### src/rtl/hid_remote_report_decoder_defines.svh
// Assertion macros shared by the HID remote report decoder RTL.
// Needs nothing else; taken in by the modules that carry assertions.
`ifndef HID_REMOTE_REPORT_DECODER_DEFINES_SVH
`define HID_REMOTE_REPORT_DECODER_DEFINES_SVH

// Same-cycle implication, checked outside reset
`define HRD_ASSERT_NOW(lbl, clk, rst_n, ante, cons, msg) \
	lbl: assert property (@(posedge clk) disable iff (!rst_n) (ante) |-> (cons)) \
		else $error(msg);

// Next-cycle implication, checked outside reset
`define HRD_ASSERT_NEXT(lbl, clk, rst_n, ante, cons, msg) \
	lbl: assert property (@(posedge clk) disable iff (!rst_n) (ante) |=> (cons)) \
		else $error(msg);

`endif

### src/rtl/hrd_pkg.sv
// Package for the HID remote report decoder: codes, key table, report descriptor.
// No dependencies; used by every module of the block.
`timescale 1ns / 1ps

package hrd_pkg;

	// Button codes
	localparam int          KEY_COUNT       = 29;
	localparam logic [4:0]  BTN_MOUSE_LEFT  = 5'd29;
	localparam logic [4:0]  BTN_MOUSE_RIGHT = 5'd30;
	localparam logic [4:0]  BTN_UNKNOWN     = 5'd31;

	// Report IDs of the key report forms
	localparam logic [7:0]  ID_KEYBOARD = 8'h01;
	localparam logic [7:0]  ID_CONSUMER = 8'h04;
	localparam logic [7:0]  ID_SYSTEM   = 8'h05;

	// Position of the final byte for each known report length
	localparam logic [3:0]  LAST_POS_MOUSE    = 4'd3;
	localparam logic [3:0]  LAST_POS_KEYBOARD = 4'd7;
	localparam logic [3:0]  LAST_POS_CONSUMER = 4'd2;
	localparam logic [3:0]  LAST_POS_SYSTEM   = 4'd1;
	localparam logic [3:0]  POS_MAX           = 4'd15;

	// Queue depth between front and back
	localparam int          QUEUE_DEPTH = 2;

	// Key table, in button-code order
	localparam logic [7:0] KEY_ID [KEY_COUNT] = '{
		8'h05, 8'h04, 8'h01, 8'h01, 8'h01, 8'h01, 8'h01, 8'h01, 8'h01, 8'h04,
		8'h04, 8'h04, 8'h04, 8'h04, 8'h04, 8'h04, 8'h04, 8'h01, 8'h01, 8'h01,
		8'h01, 8'h01, 8'h01, 8'h01, 8'h01, 8'h01, 8'h01, 8'h01, 8'h01
	};
	localparam logic [15:0] KEY_CODE [KEY_COUNT] = '{
		16'h0001, 16'h00E2, 16'h004B, 16'h004E, 16'h0050, 16'h0051, 16'h0052,
		16'h004F, 16'h0028, 16'h0024, 16'h0023, 16'h00EA, 16'h00CF, 16'h00E9,
		16'h00B6, 16'h00CD, 16'h00B5, 16'h001E, 16'h001F, 16'h0020, 16'h0021,
		16'h0022, 16'h0023, 16'h0024, 16'h0025, 16'h0026, 16'h0027, 16'h002A,
		16'h0065
	};

	// Kind of a finished report
	typedef enum logic [1:0] {
		KIND_NONE,
		KIND_MOUSE,
		KIND_KEY
	} rpt_kind_t;

	// One finished report, as handed from front to back
	typedef struct packed {
		rpt_kind_t   kind;
		logic [7:0]  mask;
		logic [7:0]  mouse_x;
		logic [7:0]  mouse_y;
		logic [7:0]  id;
		logic [15:0] code;
	} hrd_desc_t;

	// Queue status seen by front and back
	typedef struct packed {
		logic full;
		logic empty;
	} hrd_qstat_t;

	// Table match; first matching entry wins
	function automatic logic [4:0] key_lookup(input logic [7:0] id, input logic [15:0] code);
		logic [4:0] res;
		res = BTN_UNKNOWN;
		for (int i = KEY_COUNT - 1; i >= 0; i--) begin
			if (KEY_ID[i] == id && KEY_CODE[i] == code) begin
				res = 5'(i);
			end
		end
		return res;
	endfunction

endpackage

### src/rtl/hrd_front.sv
// Front end: takes report bytes, gathers per-report fields and classifies each report.
// Depends on hrd_pkg; pushes one descriptor into the queue per final byte.
`timescale 1ns / 1ps
`include "hid_remote_report_decoder_defines.svh"

module hrd_front
	import hrd_pkg::*;
(
	input  logic       clk,
	input  logic       arst_n,
	input  logic       in_valid,
	output logic       in_ready,
	input  logic [7:0] in_byte,
	input  logic       in_last,
	input  hrd_qstat_t qstat,
	output logic       push,
	output hrd_desc_t  push_desc
);

	logic [3:0]  byte_count_q;
	logic [7:0]  first_q, mask_q, x_q, y_q;
	logic [1:0]  nz_count_q;
	logic [15:0] acc_q;
	logic        too_many_q;

	logic [7:0]  first_d, mask_d, x_d, y_d;
	logic [1:0]  nz_count_d;
	logic [15:0] acc_d;
	logic        too_many_d;
	logic        accept, key_form;

	assign in_ready = !qstat.full;
	assign accept   = in_valid && in_ready;

	// Fold the current word into the report fields
	always_comb begin
		first_d    = first_q;
		mask_d     = mask_q;
		x_d        = x_q;
		y_d        = y_q;
		nz_count_d = nz_count_q;
		acc_d      = acc_q;
		too_many_d = too_many_q;
		if (byte_count_q == 4'd0) begin
			first_d = in_byte;
			mask_d  = in_byte;
		end else begin
			if (byte_count_q == 4'd1) x_d = in_byte;
			if (byte_count_q == 4'd2) y_d = in_byte;
			if (in_byte != 8'd0) begin
				if (nz_count_q == 2'd0) begin
					acc_d[7:0] = in_byte;
					nz_count_d = 2'd1;
				end else if (nz_count_q == 2'd1) begin
					acc_d[15:8] = in_byte;
					nz_count_d  = 2'd2;
				end else begin
					too_many_d = 1'b1;
				end
			end
		end
	end

	// Classify on the final word
	always_comb begin
		key_form = (byte_count_q == LAST_POS_KEYBOARD && first_d == ID_KEYBOARD) ||
			(byte_count_q == LAST_POS_CONSUMER && first_d == ID_CONSUMER) ||
			(byte_count_q == LAST_POS_SYSTEM && first_d == ID_SYSTEM);
		push_desc.mask    = mask_d;
		push_desc.mouse_x = x_d;
		push_desc.mouse_y = y_d;
		push_desc.id      = first_d;
		push_desc.code    = acc_d;
		if (byte_count_q == LAST_POS_MOUSE) begin
			push_desc.kind = KIND_MOUSE;
		end else if (key_form && !too_many_d) begin
			push_desc.kind = KIND_KEY;
		end else begin
			push_desc.kind = KIND_NONE;
		end
	end

	assign push = accept && in_last;

	// Per-report state, cleared after each final word
	always_ff @(posedge clk or negedge arst_n) begin
		if (!arst_n) begin
			byte_count_q <= '0;
			first_q      <= '0;
			mask_q       <= '0;
			x_q          <= '0;
			y_q          <= '0;
			nz_count_q   <= '0;
			acc_q        <= '0;
			too_many_q   <= 1'b0;
		end else if (accept) begin
			if (in_last) begin
				byte_count_q <= '0;
				first_q      <= '0;
				mask_q       <= '0;
				x_q          <= '0;
				y_q          <= '0;
				nz_count_q   <= '0;
				acc_q        <= '0;
				too_many_q   <= 1'b0;
			end else begin
				if (byte_count_q != POS_MAX) byte_count_q <= byte_count_q + 4'd1;
				first_q    <= first_d;
				mask_q     <= mask_d;
				x_q        <= x_d;
				y_q        <= y_d;
				nz_count_q <= nz_count_d;
				acc_q      <= acc_d;
				too_many_q <= too_many_d;
			end
		end
	end

	`HRD_ASSERT_NEXT(a_front_clear, clk, arst_n, push, byte_count_q == 4'd0 && nz_count_q == 2'd0, "report state not cleared after final word")
	`HRD_ASSERT_NOW(a_front_nz, clk, arst_n, too_many_q, nz_count_q == 2'd2, "overflow flag set with fewer than two key bytes")

endmodule

### src/rtl/hrd_fifo.sv
// Short descriptor queue between the front and back ends.
// Depends on hrd_pkg for the descriptor and status types.
`timescale 1ns / 1ps
`include "hid_remote_report_decoder_defines.svh"

module hrd_fifo
	import hrd_pkg::*;
(
	input  logic       clk,
	input  logic       arst_n,
	input  logic       push,
	input  hrd_desc_t  push_desc,
	input  logic       pop,
	output hrd_desc_t  pop_desc,
	output hrd_qstat_t qstat
);

	localparam int PW = $clog2(QUEUE_DEPTH);

	hrd_desc_t       mem_q [QUEUE_DEPTH];
	logic [PW-1:0]   wr_ptr_q, rd_ptr_q;
	logic [PW:0]     count_q;

	assign qstat.full  = (count_q == (PW + 1)'(QUEUE_DEPTH));
	assign qstat.empty = (count_q == '0);
	assign pop_desc    = mem_q[rd_ptr_q];

	// Entry storage
	always_ff @(posedge clk) begin
		if (push) mem_q[wr_ptr_q] <= push_desc;
	end

	// Pointers and fill count
	always_ff @(posedge clk or negedge arst_n) begin
		if (!arst_n) begin
			wr_ptr_q <= '0;
			rd_ptr_q <= '0;
			count_q  <= '0;
		end else begin
			if (push) wr_ptr_q <= wr_ptr_q + PW'(1);
			if (pop) rd_ptr_q <= rd_ptr_q + PW'(1);
			if (push && !pop) begin
				count_q <= count_q + (PW + 1)'(1);
			end else if (pop && !push) begin
				count_q <= count_q - (PW + 1)'(1);
			end
		end
	end

	`HRD_ASSERT_NOW(a_fifo_push_full, clk, arst_n, push, !qstat.full || pop, "push into a full queue")
	`HRD_ASSERT_NOW(a_fifo_pop_empty, clk, arst_n, pop, !qstat.empty, "pop from an empty queue")

endmodule

### src/rtl/hrd_back.sv
// Back end: applies each report to the held event state and drives the result word.
// Depends on hrd_pkg for the key table lookup and descriptor type.
`timescale 1ns / 1ps
`include "hid_remote_report_decoder_defines.svh"

module hrd_back
	import hrd_pkg::*;
(
	input  logic        clk,
	input  logic        arst_n,
	input  hrd_qstat_t  qstat,
	input  hrd_desc_t   desc,
	output logic        pop,
	output logic        out_valid,
	input  logic        out_ready,
	output logic [23:0] out_data
);

	logic [4:0] held_button_q, button_d;
	logic       held_pressed_q, pressed_d;
	logic [7:0] held_x_q, held_y_q, x_d, y_d;
	logic       out_valid_q;

	// Output register frees when empty or taken this cycle
	assign pop = !qstat.empty && (!out_valid_q || out_ready);

	// Next held state for the descriptor at the head
	always_comb begin
		button_d  = held_button_q;
		pressed_d = held_pressed_q;
		x_d       = held_x_q;
		y_d       = held_y_q;
		case (desc.kind)
			KIND_MOUSE: begin
				x_d       = desc.mouse_x;
				y_d       = desc.mouse_y;
				pressed_d = (desc.mask != 8'd0);
				if (desc.mask[0]) begin
					button_d = BTN_MOUSE_LEFT;
				end else if (desc.mask[1]) begin
					button_d = BTN_MOUSE_RIGHT;
				end
			end
			KIND_KEY: begin
				pressed_d = (desc.code != 16'd0);
				if (desc.code != 16'd0) button_d = key_lookup(desc.id, desc.code);
			end
			default: begin
			end
		endcase
	end

	// Held state doubles as the output register
	always_ff @(posedge clk or negedge arst_n) begin
		if (!arst_n) begin
			held_button_q  <= BTN_UNKNOWN;
			held_pressed_q <= 1'b0;
			held_x_q       <= '0;
			held_y_q       <= '0;
			out_valid_q    <= 1'b0;
		end else if (pop) begin
			held_button_q  <= button_d;
			held_pressed_q <= pressed_d;
			held_x_q       <= x_d;
			held_y_q       <= y_d;
			out_valid_q    <= 1'b1;
		end else if (out_ready) begin
			out_valid_q <= 1'b0;
		end
	end

	assign out_valid = out_valid_q;
	assign out_data  = {2'b00, held_y_q, held_x_q, held_pressed_q, held_button_q};

	`HRD_ASSERT_NEXT(a_back_mouse, clk, arst_n, pop && desc.kind == KIND_MOUSE, held_x_q == $past(desc.mouse_x) && held_y_q == $past(desc.mouse_y), "mouse movement not taken into held state")

endmodule

### src/rtl/hid_remote_report_decoder.sv
// Top level of the HID remote report decoder: front end, descriptor queue, back end.
// Depends on hrd_pkg, hrd_front, hrd_fifo and hrd_back.
//
//  channel  | dir | handshake                      | payload
//  ---------+-----+--------------------------------+------------------------------------
//  s_axis   | in  | s_axis_tvalid / s_axis_tready  | tdata = report_byte, tlast = last_byte
//  m_axis   | out | m_axis_tvalid / m_axis_tready  | tdata = button, pressed, x, y
//
// One report word is taken per cycle; the final word of a report gives one result word,
// registered in the queue and then in the back end (front classifies, queue, back applies
// the table and updates state). The front stalls only when the two-entry descriptor queue
// is full, which happens only while the output word sits untaken. arst_n clears all report
// and held state at once; the held button resets to the unknown code.
`timescale 1ns / 1ps

module hid_remote_report_decoder
	import hrd_pkg::*;
(
	input  logic        clk,
	input  logic        arst_n,
	input  logic        s_axis_tvalid,
	output logic        s_axis_tready,
	input  logic [7:0]  s_axis_tdata,   // [7:0] report_byte
	input  logic        s_axis_tlast,   // last_byte
	output logic        m_axis_tvalid,
	input  logic        m_axis_tready,
	output logic [23:0] m_axis_tdata    // [4:0] button, [5] pressed, [13:6] mouse_x,
	                                    // [21:14] mouse_y, [23:22] zero
);

	hrd_qstat_t qstat;
	hrd_desc_t  push_desc, pop_desc;
	logic       push, pop;

	hrd_front u_front (
		.clk       (clk),
		.arst_n    (arst_n),
		.in_valid  (s_axis_tvalid),
		.in_ready  (s_axis_tready),
		.in_byte   (s_axis_tdata),
		.in_last   (s_axis_tlast),
		.qstat     (qstat),
		.push      (push),
		.push_desc (push_desc)
	);

	hrd_fifo u_fifo (
		.clk       (clk),
		.arst_n    (arst_n),
		.push      (push),
		.push_desc (push_desc),
		.pop       (pop),
		.pop_desc  (pop_desc),
		.qstat     (qstat)
	);

	hrd_back u_back (
		.clk       (clk),
		.arst_n    (arst_n),
		.qstat     (qstat),
		.desc      (pop_desc),
		.pop       (pop),
		.out_valid (m_axis_tvalid),
		.out_ready (m_axis_tready),
		.out_data  (m_axis_tdata)
	);

endmodule
### config.mk
export PLATFORM = sky130hd
export DESIGN_NAME = hid_remote_report_decoder
export DESIGN_NICKNAME = d
export VERILOG_FILES = /design/src/rtl/hrd_pkg.sv /design/src/rtl/hrd_front.sv /design/src/rtl/hrd_fifo.sv /design/src/rtl/hrd_back.sv /design/src/rtl/hid_remote_report_decoder.sv
export VERILOG_INCLUDE_DIRS = /design/src /design/src/rtl
export SDC_FILE = /design/constraint.sdc
export NUM_CORES = 1
export LEC_CHECK = 0
export ABC_AREA = 0
export CELL_PAD_IN_SITES_DETAIL_PLACEMENT = 1
export CELL_PAD_IN_SITES_GLOBAL_PLACEMENT = 1
export CORE_MARGIN = 10
export CORE_UTILIZATION = 52
export CTS_CLUSTER_DIAMETER = 150
export CTS_CLUSTER_SIZE = 20
export DETAILED_ROUTE_END_ITERATION = 10
export DONT_BUFFER_PORTS = 1
export PLACE_DENSITY_LB_ADDON = 0.12
export SETUP_SLACK_MARGIN = 0.1
export SLEW_MARGIN = 20
export SYNTH_ARGS = -nofsm -noshare
export SYNTH_HDL_FRONTEND = slang
export SYNTH_SLANG_ARGS = --single-unit
### constraint.sdc
create_clock -name clk -period 5 [get_ports clk]
set_input_delay 0.75 -clock clk [delete_from_list [all_inputs] [get_ports clk]]
set_output_delay 0.75 -clock clk [all_outputs]
set_load 0.005 [all_outputs]
==> results.json <==
{
  "synth_sequential_area_ratio_pct": 61.70,
  "synthTopCellsByCount": "100 x sky130_fd_sc_hd__edfxtp_1, 100 x sky130_fd_sc_hd__nand2_1, 77 x sky130_fd_sc_hd__dfrtp_1",
  "cts_max_level": 4,
  "netlist.top_cell.by_area": "sky130_fd_sc_hd__edfxtp_1",
  "routedWlPerCell_um": 22.45,
  "design.core.area_um2": 15310,
  "yosys_warnings": 0,
  "post_route_cells_drive_above_1_share_pct": 14.43,
  "crit_required_ns": 5.37,
  "cp-start-kind": "flip-flop",
  "route.vias.total": 5431,
  "synthesis.instances": 669,
  "grt-ovfl-total": 0,
  "detailedRoute.firstIterationViolations": 400,
  "worstPathMaxFanout": 45,
  "fraction_of_post_synthesis_cell_area_in_the_top_cell_type_by_area_pct": 36.61,
  "cts-root-to-sink-buffers": 2,
  "iteration_count_of_the_initial_detailed_routing_pass": 4,
  "power.switching_fraction_pct": 36.57,
  "crit_path_capture_type": "flip-flop",
  "area_growth_pct": 9.304,
  "ys_top_cells_by_area": "sky130_fd_sc_hd__edfxtp_1 37%, sky130_fd_sc_hd__dfrtp_1 23%, sky130_fd_sc_hd__nand2_1 4.6%",
  "root_buffer": "sky130_fd_sc_hd__clkbuf_16",
  "utilization_pct": 58.55,
  "critical_path_cell_count": 7,
  "n_antenna_cell": 0,
  "power.share.combinational_pct": 30.3,
  "placement_rows": 45,
  "numPortBuffers": 0,
  "cp.buffers_inverters": 1,
  "finalHoldViolations": 0,
  "die_height_um": 145.6,
  "timing.clock.skew_ns": 0.01098,
  "hold_path.class": "in2async",
  "cts.sink_count": 182,
  "finalWeightedCongestion": 0.8262,
  "post_synth_instance_area_um2": 8203,
  "cts_tree": "done",
  "finalSetupViolCount": 0,
  "die_area_um2": 21200,
  "timing.critical_path.cells": "buf_4, a21o_1, nand2_1, nor4_1, a221oi_1, a31o_1, nor2b_4",
  "grt_pass1_wl_um": 31780,
  "synth_area_per_cell_um2": 12.26,
  "holdWs_ns": 0.1475,
  "rsz_0062_raised_after_global_routing": "false",
  "drv_cap": 0,
  "multi_input_comb_area_um2": 2924,
  "antenna_found_initial": 0,
  "post-route-min-period_ns": 3.055,
  "cp_slowest_stage_delay_ns": 1.03,
  "worstPathArrival_ns": 3.42,
  "slew_headroom_pct": 33.04,
  "ant_nets": 0,
  "power.net_switching_mw": 1.950,
  "layout_cells_excl_fill": 890,
  "period_share_pct": 61.10,
  "maximum_number_of_pins_on_one_net_before_global_route_repair": 78,
  "crit_path_top_delay_cell": "sky130_fd_sc_hd__dfrtp_2",
  "start_util_pct": 53.56,
  "status": "finished, final reports clean",
  "design_power_mw": 5.334,
  "cp_top_family": "flip-flops",
  "ys_types": 64,
  "place.detailed.instances": 857,
  "cts-buffers-inserted": 17,
  "path_class": "reg2reg",
  "ys_dominant_reg_cell": "sky130_fd_sc_hd__edfxtp_1",
  "number_of_fillers_in_the_final_layout": 1551,
  "fin_tns_setup_ns": 0,
  "ys_ff_latch": 182,
  "final-max-slew-violation-count": 0,
  "seqCellArea_um2": 5062,
  "postRouteWirelength_um": 19980,
  "first_global_vias": 5578,
  "cts.clk_slew.worst_paths_ns": 0.07,
  "track_usage_pct": 18.91,
  "avgViaCountPerCell": 6.102,
  "depth_of_the_worst_register_to_register_path": 7,
  "synth_edf_count": 100,
  "cell_internal_pwr_mw": 3.383,
  "leakagePower_nw": 3.594,
  "place.detailed.hpwl_um": 13570,
  "share_seq_of_total_power_pct": 46.3,
  "worst_skew_pair.late_latency_ns": 0.44,
  "floorplan.io_pins": 39,
  "worstMarginPinSlew_ns": 1.004,
  "finalNetCount": 686,
  "postSynth.asyncResetShare_pct": 45.05,
  "p_clk_share_pct": 23.4,
  "power.density_cell_area_nw_per_um2": 594.9,
  "vdd.ir_drop.worst_mv": 0.3445,
  "floorplan.die.width_um": 145.6,
  "detail_route.drc_violations": 0,
  "fmaxAchievable_ghz": 0.3274
}
-- stage by stage --
| step | instance area [um^2] | worst slack [ns] |
|---|---|---|
| after floorplan | 8207 | 1.186 |
| after global placement | 8386 | 2.123 |
| after detailed placement | 8386 | 2.020 |
| after CTS | 8966 | 1.982 |
| after global routing | 8966 | 1.728 |
| final | 8966 | 1.945 |
-- worst register-to-register path, delay by kind of cell (launching register included) --
kind | cells | cell delay [ns]
DFF | 1 | 1.03
and+or+nand+nor | 3 | 0.88
AOI/OAI and AO/OA | 3 | 0.64
buffers and inverters | 1 | 0.43
-- layout by cell type, fill, tap and decap left out, types with 21 or more instances in the layout --
| cell | count |
|---|---|
| sky130_fd_sc_hd__mux2i_1 | 21 |
| sky130_fd_sc_hd__dfrtp_1 | 76 |
| sky130_fd_sc_hd__a22oi_1 | 22 |
| sky130_fd_sc_hd__nor2_1 | 22 |
| sky130_fd_sc_hd__inv_1 | 24 |
| sky130_fd_sc_hd__edfxtp_1 | 100 |
| sky130_fd_sc_hd__nand2_1 | 99 |
| sky130_fd_sc_hd__o21ai_0 | 45 |
| sky130_fd_sc_hd__a22o_1 | 27 |
| sky130_fd_sc_hd__mux2_2 | 32 |
-- what timing repair did --
item,CTS,global route
hold buffers,1,0
setup buffers,0,0
hold endpoints to repair,77,0
resized for setup,0,0
-- power groups by stage --
stage | sequential [mW] | combinational [mW] | clock [mW]
3_5_place_dp | 2.50 | 1.59 | 0
3_3_place_gp | 2.46 | 1.51 | 0
2_1_floorplan | 2.33 | 1.28 | 0
6_report | 2.47 | 1.62 | 1.25
4_1_cts | 2.48 | 1.62 | 1.28
5_1_grt | 2.53 | 1.81 | 1.35
-- sequential cells by signal (all words and copies together), names as in the netlist, 2 cells and up --
signal	count
u_fifo.mem_q	100
u_front.acc_q	16
u_back.held_x_q	8
u_back.held_y_q	8
u_front.first_q	8
u_front.mask_q	8
u_front.x_q	8
u_front.y_q	8
u_back.held_button_q	5
u_front.byte_count_q	4
u_fifo.count_q	2
u_front.nz_count_q	2
-- routing by layer --
layer	global-route usage, %	vias to the layer above	wire (um)
met5	0	-	0
met4	5.460	0	280
met3	4.750	22	980
met2	30.21	113	9872
met1	24.98	2808	8848
li1	-	2488	-
-- layout make-up --
class                      count  area share (%)
sequential                   182           56.46
tap                          211           2.944
timing repair buffer           7          0.8094
multi-input combinational    434           32.61
inverter                      24           1.005
clock buffer                  20           4.870
clock inverter                12           1.298
-- kinds of logic after synthesis --
kind of cell | count (synthesis) | share of synthesized area [%]
compound gates | 161 | 13.83
xor+xnor | 5 | 0.5340
fa+ha+maj | 7 | 1.068
buf+inv | 54 | 2.837
flops | 182 | 61.70
mux | 53 | 6.955
other cells | 1 | 0.04572
simple gates | 206 | 13.03
-- final timing paths --
| kind | startpoint | endpoint | slack [ns] |
|---|---|---|---|
| max | u_fifo.rd_ptr_q | u_back.held_button_q[3] | 1.95 |
| min | arst_n | u_back.held_button_q[3] | 0.15 |
| max reg2reg | u_fifo.rd_ptr_q | u_back.held_button_q[3] | 1.95 |
| min reg2reg | u_front.first_q[1] | u_front.first_q[1] | 0.49 |
| max in group asynchronous | arst_n | u_fifo.rd_ptr_q | 4.43 |
| min in group clk | s_axis_tlast | u_front.byte_count_q[3] | 0.40 |
Note: power is estimated with default switching activity, not from simulation.
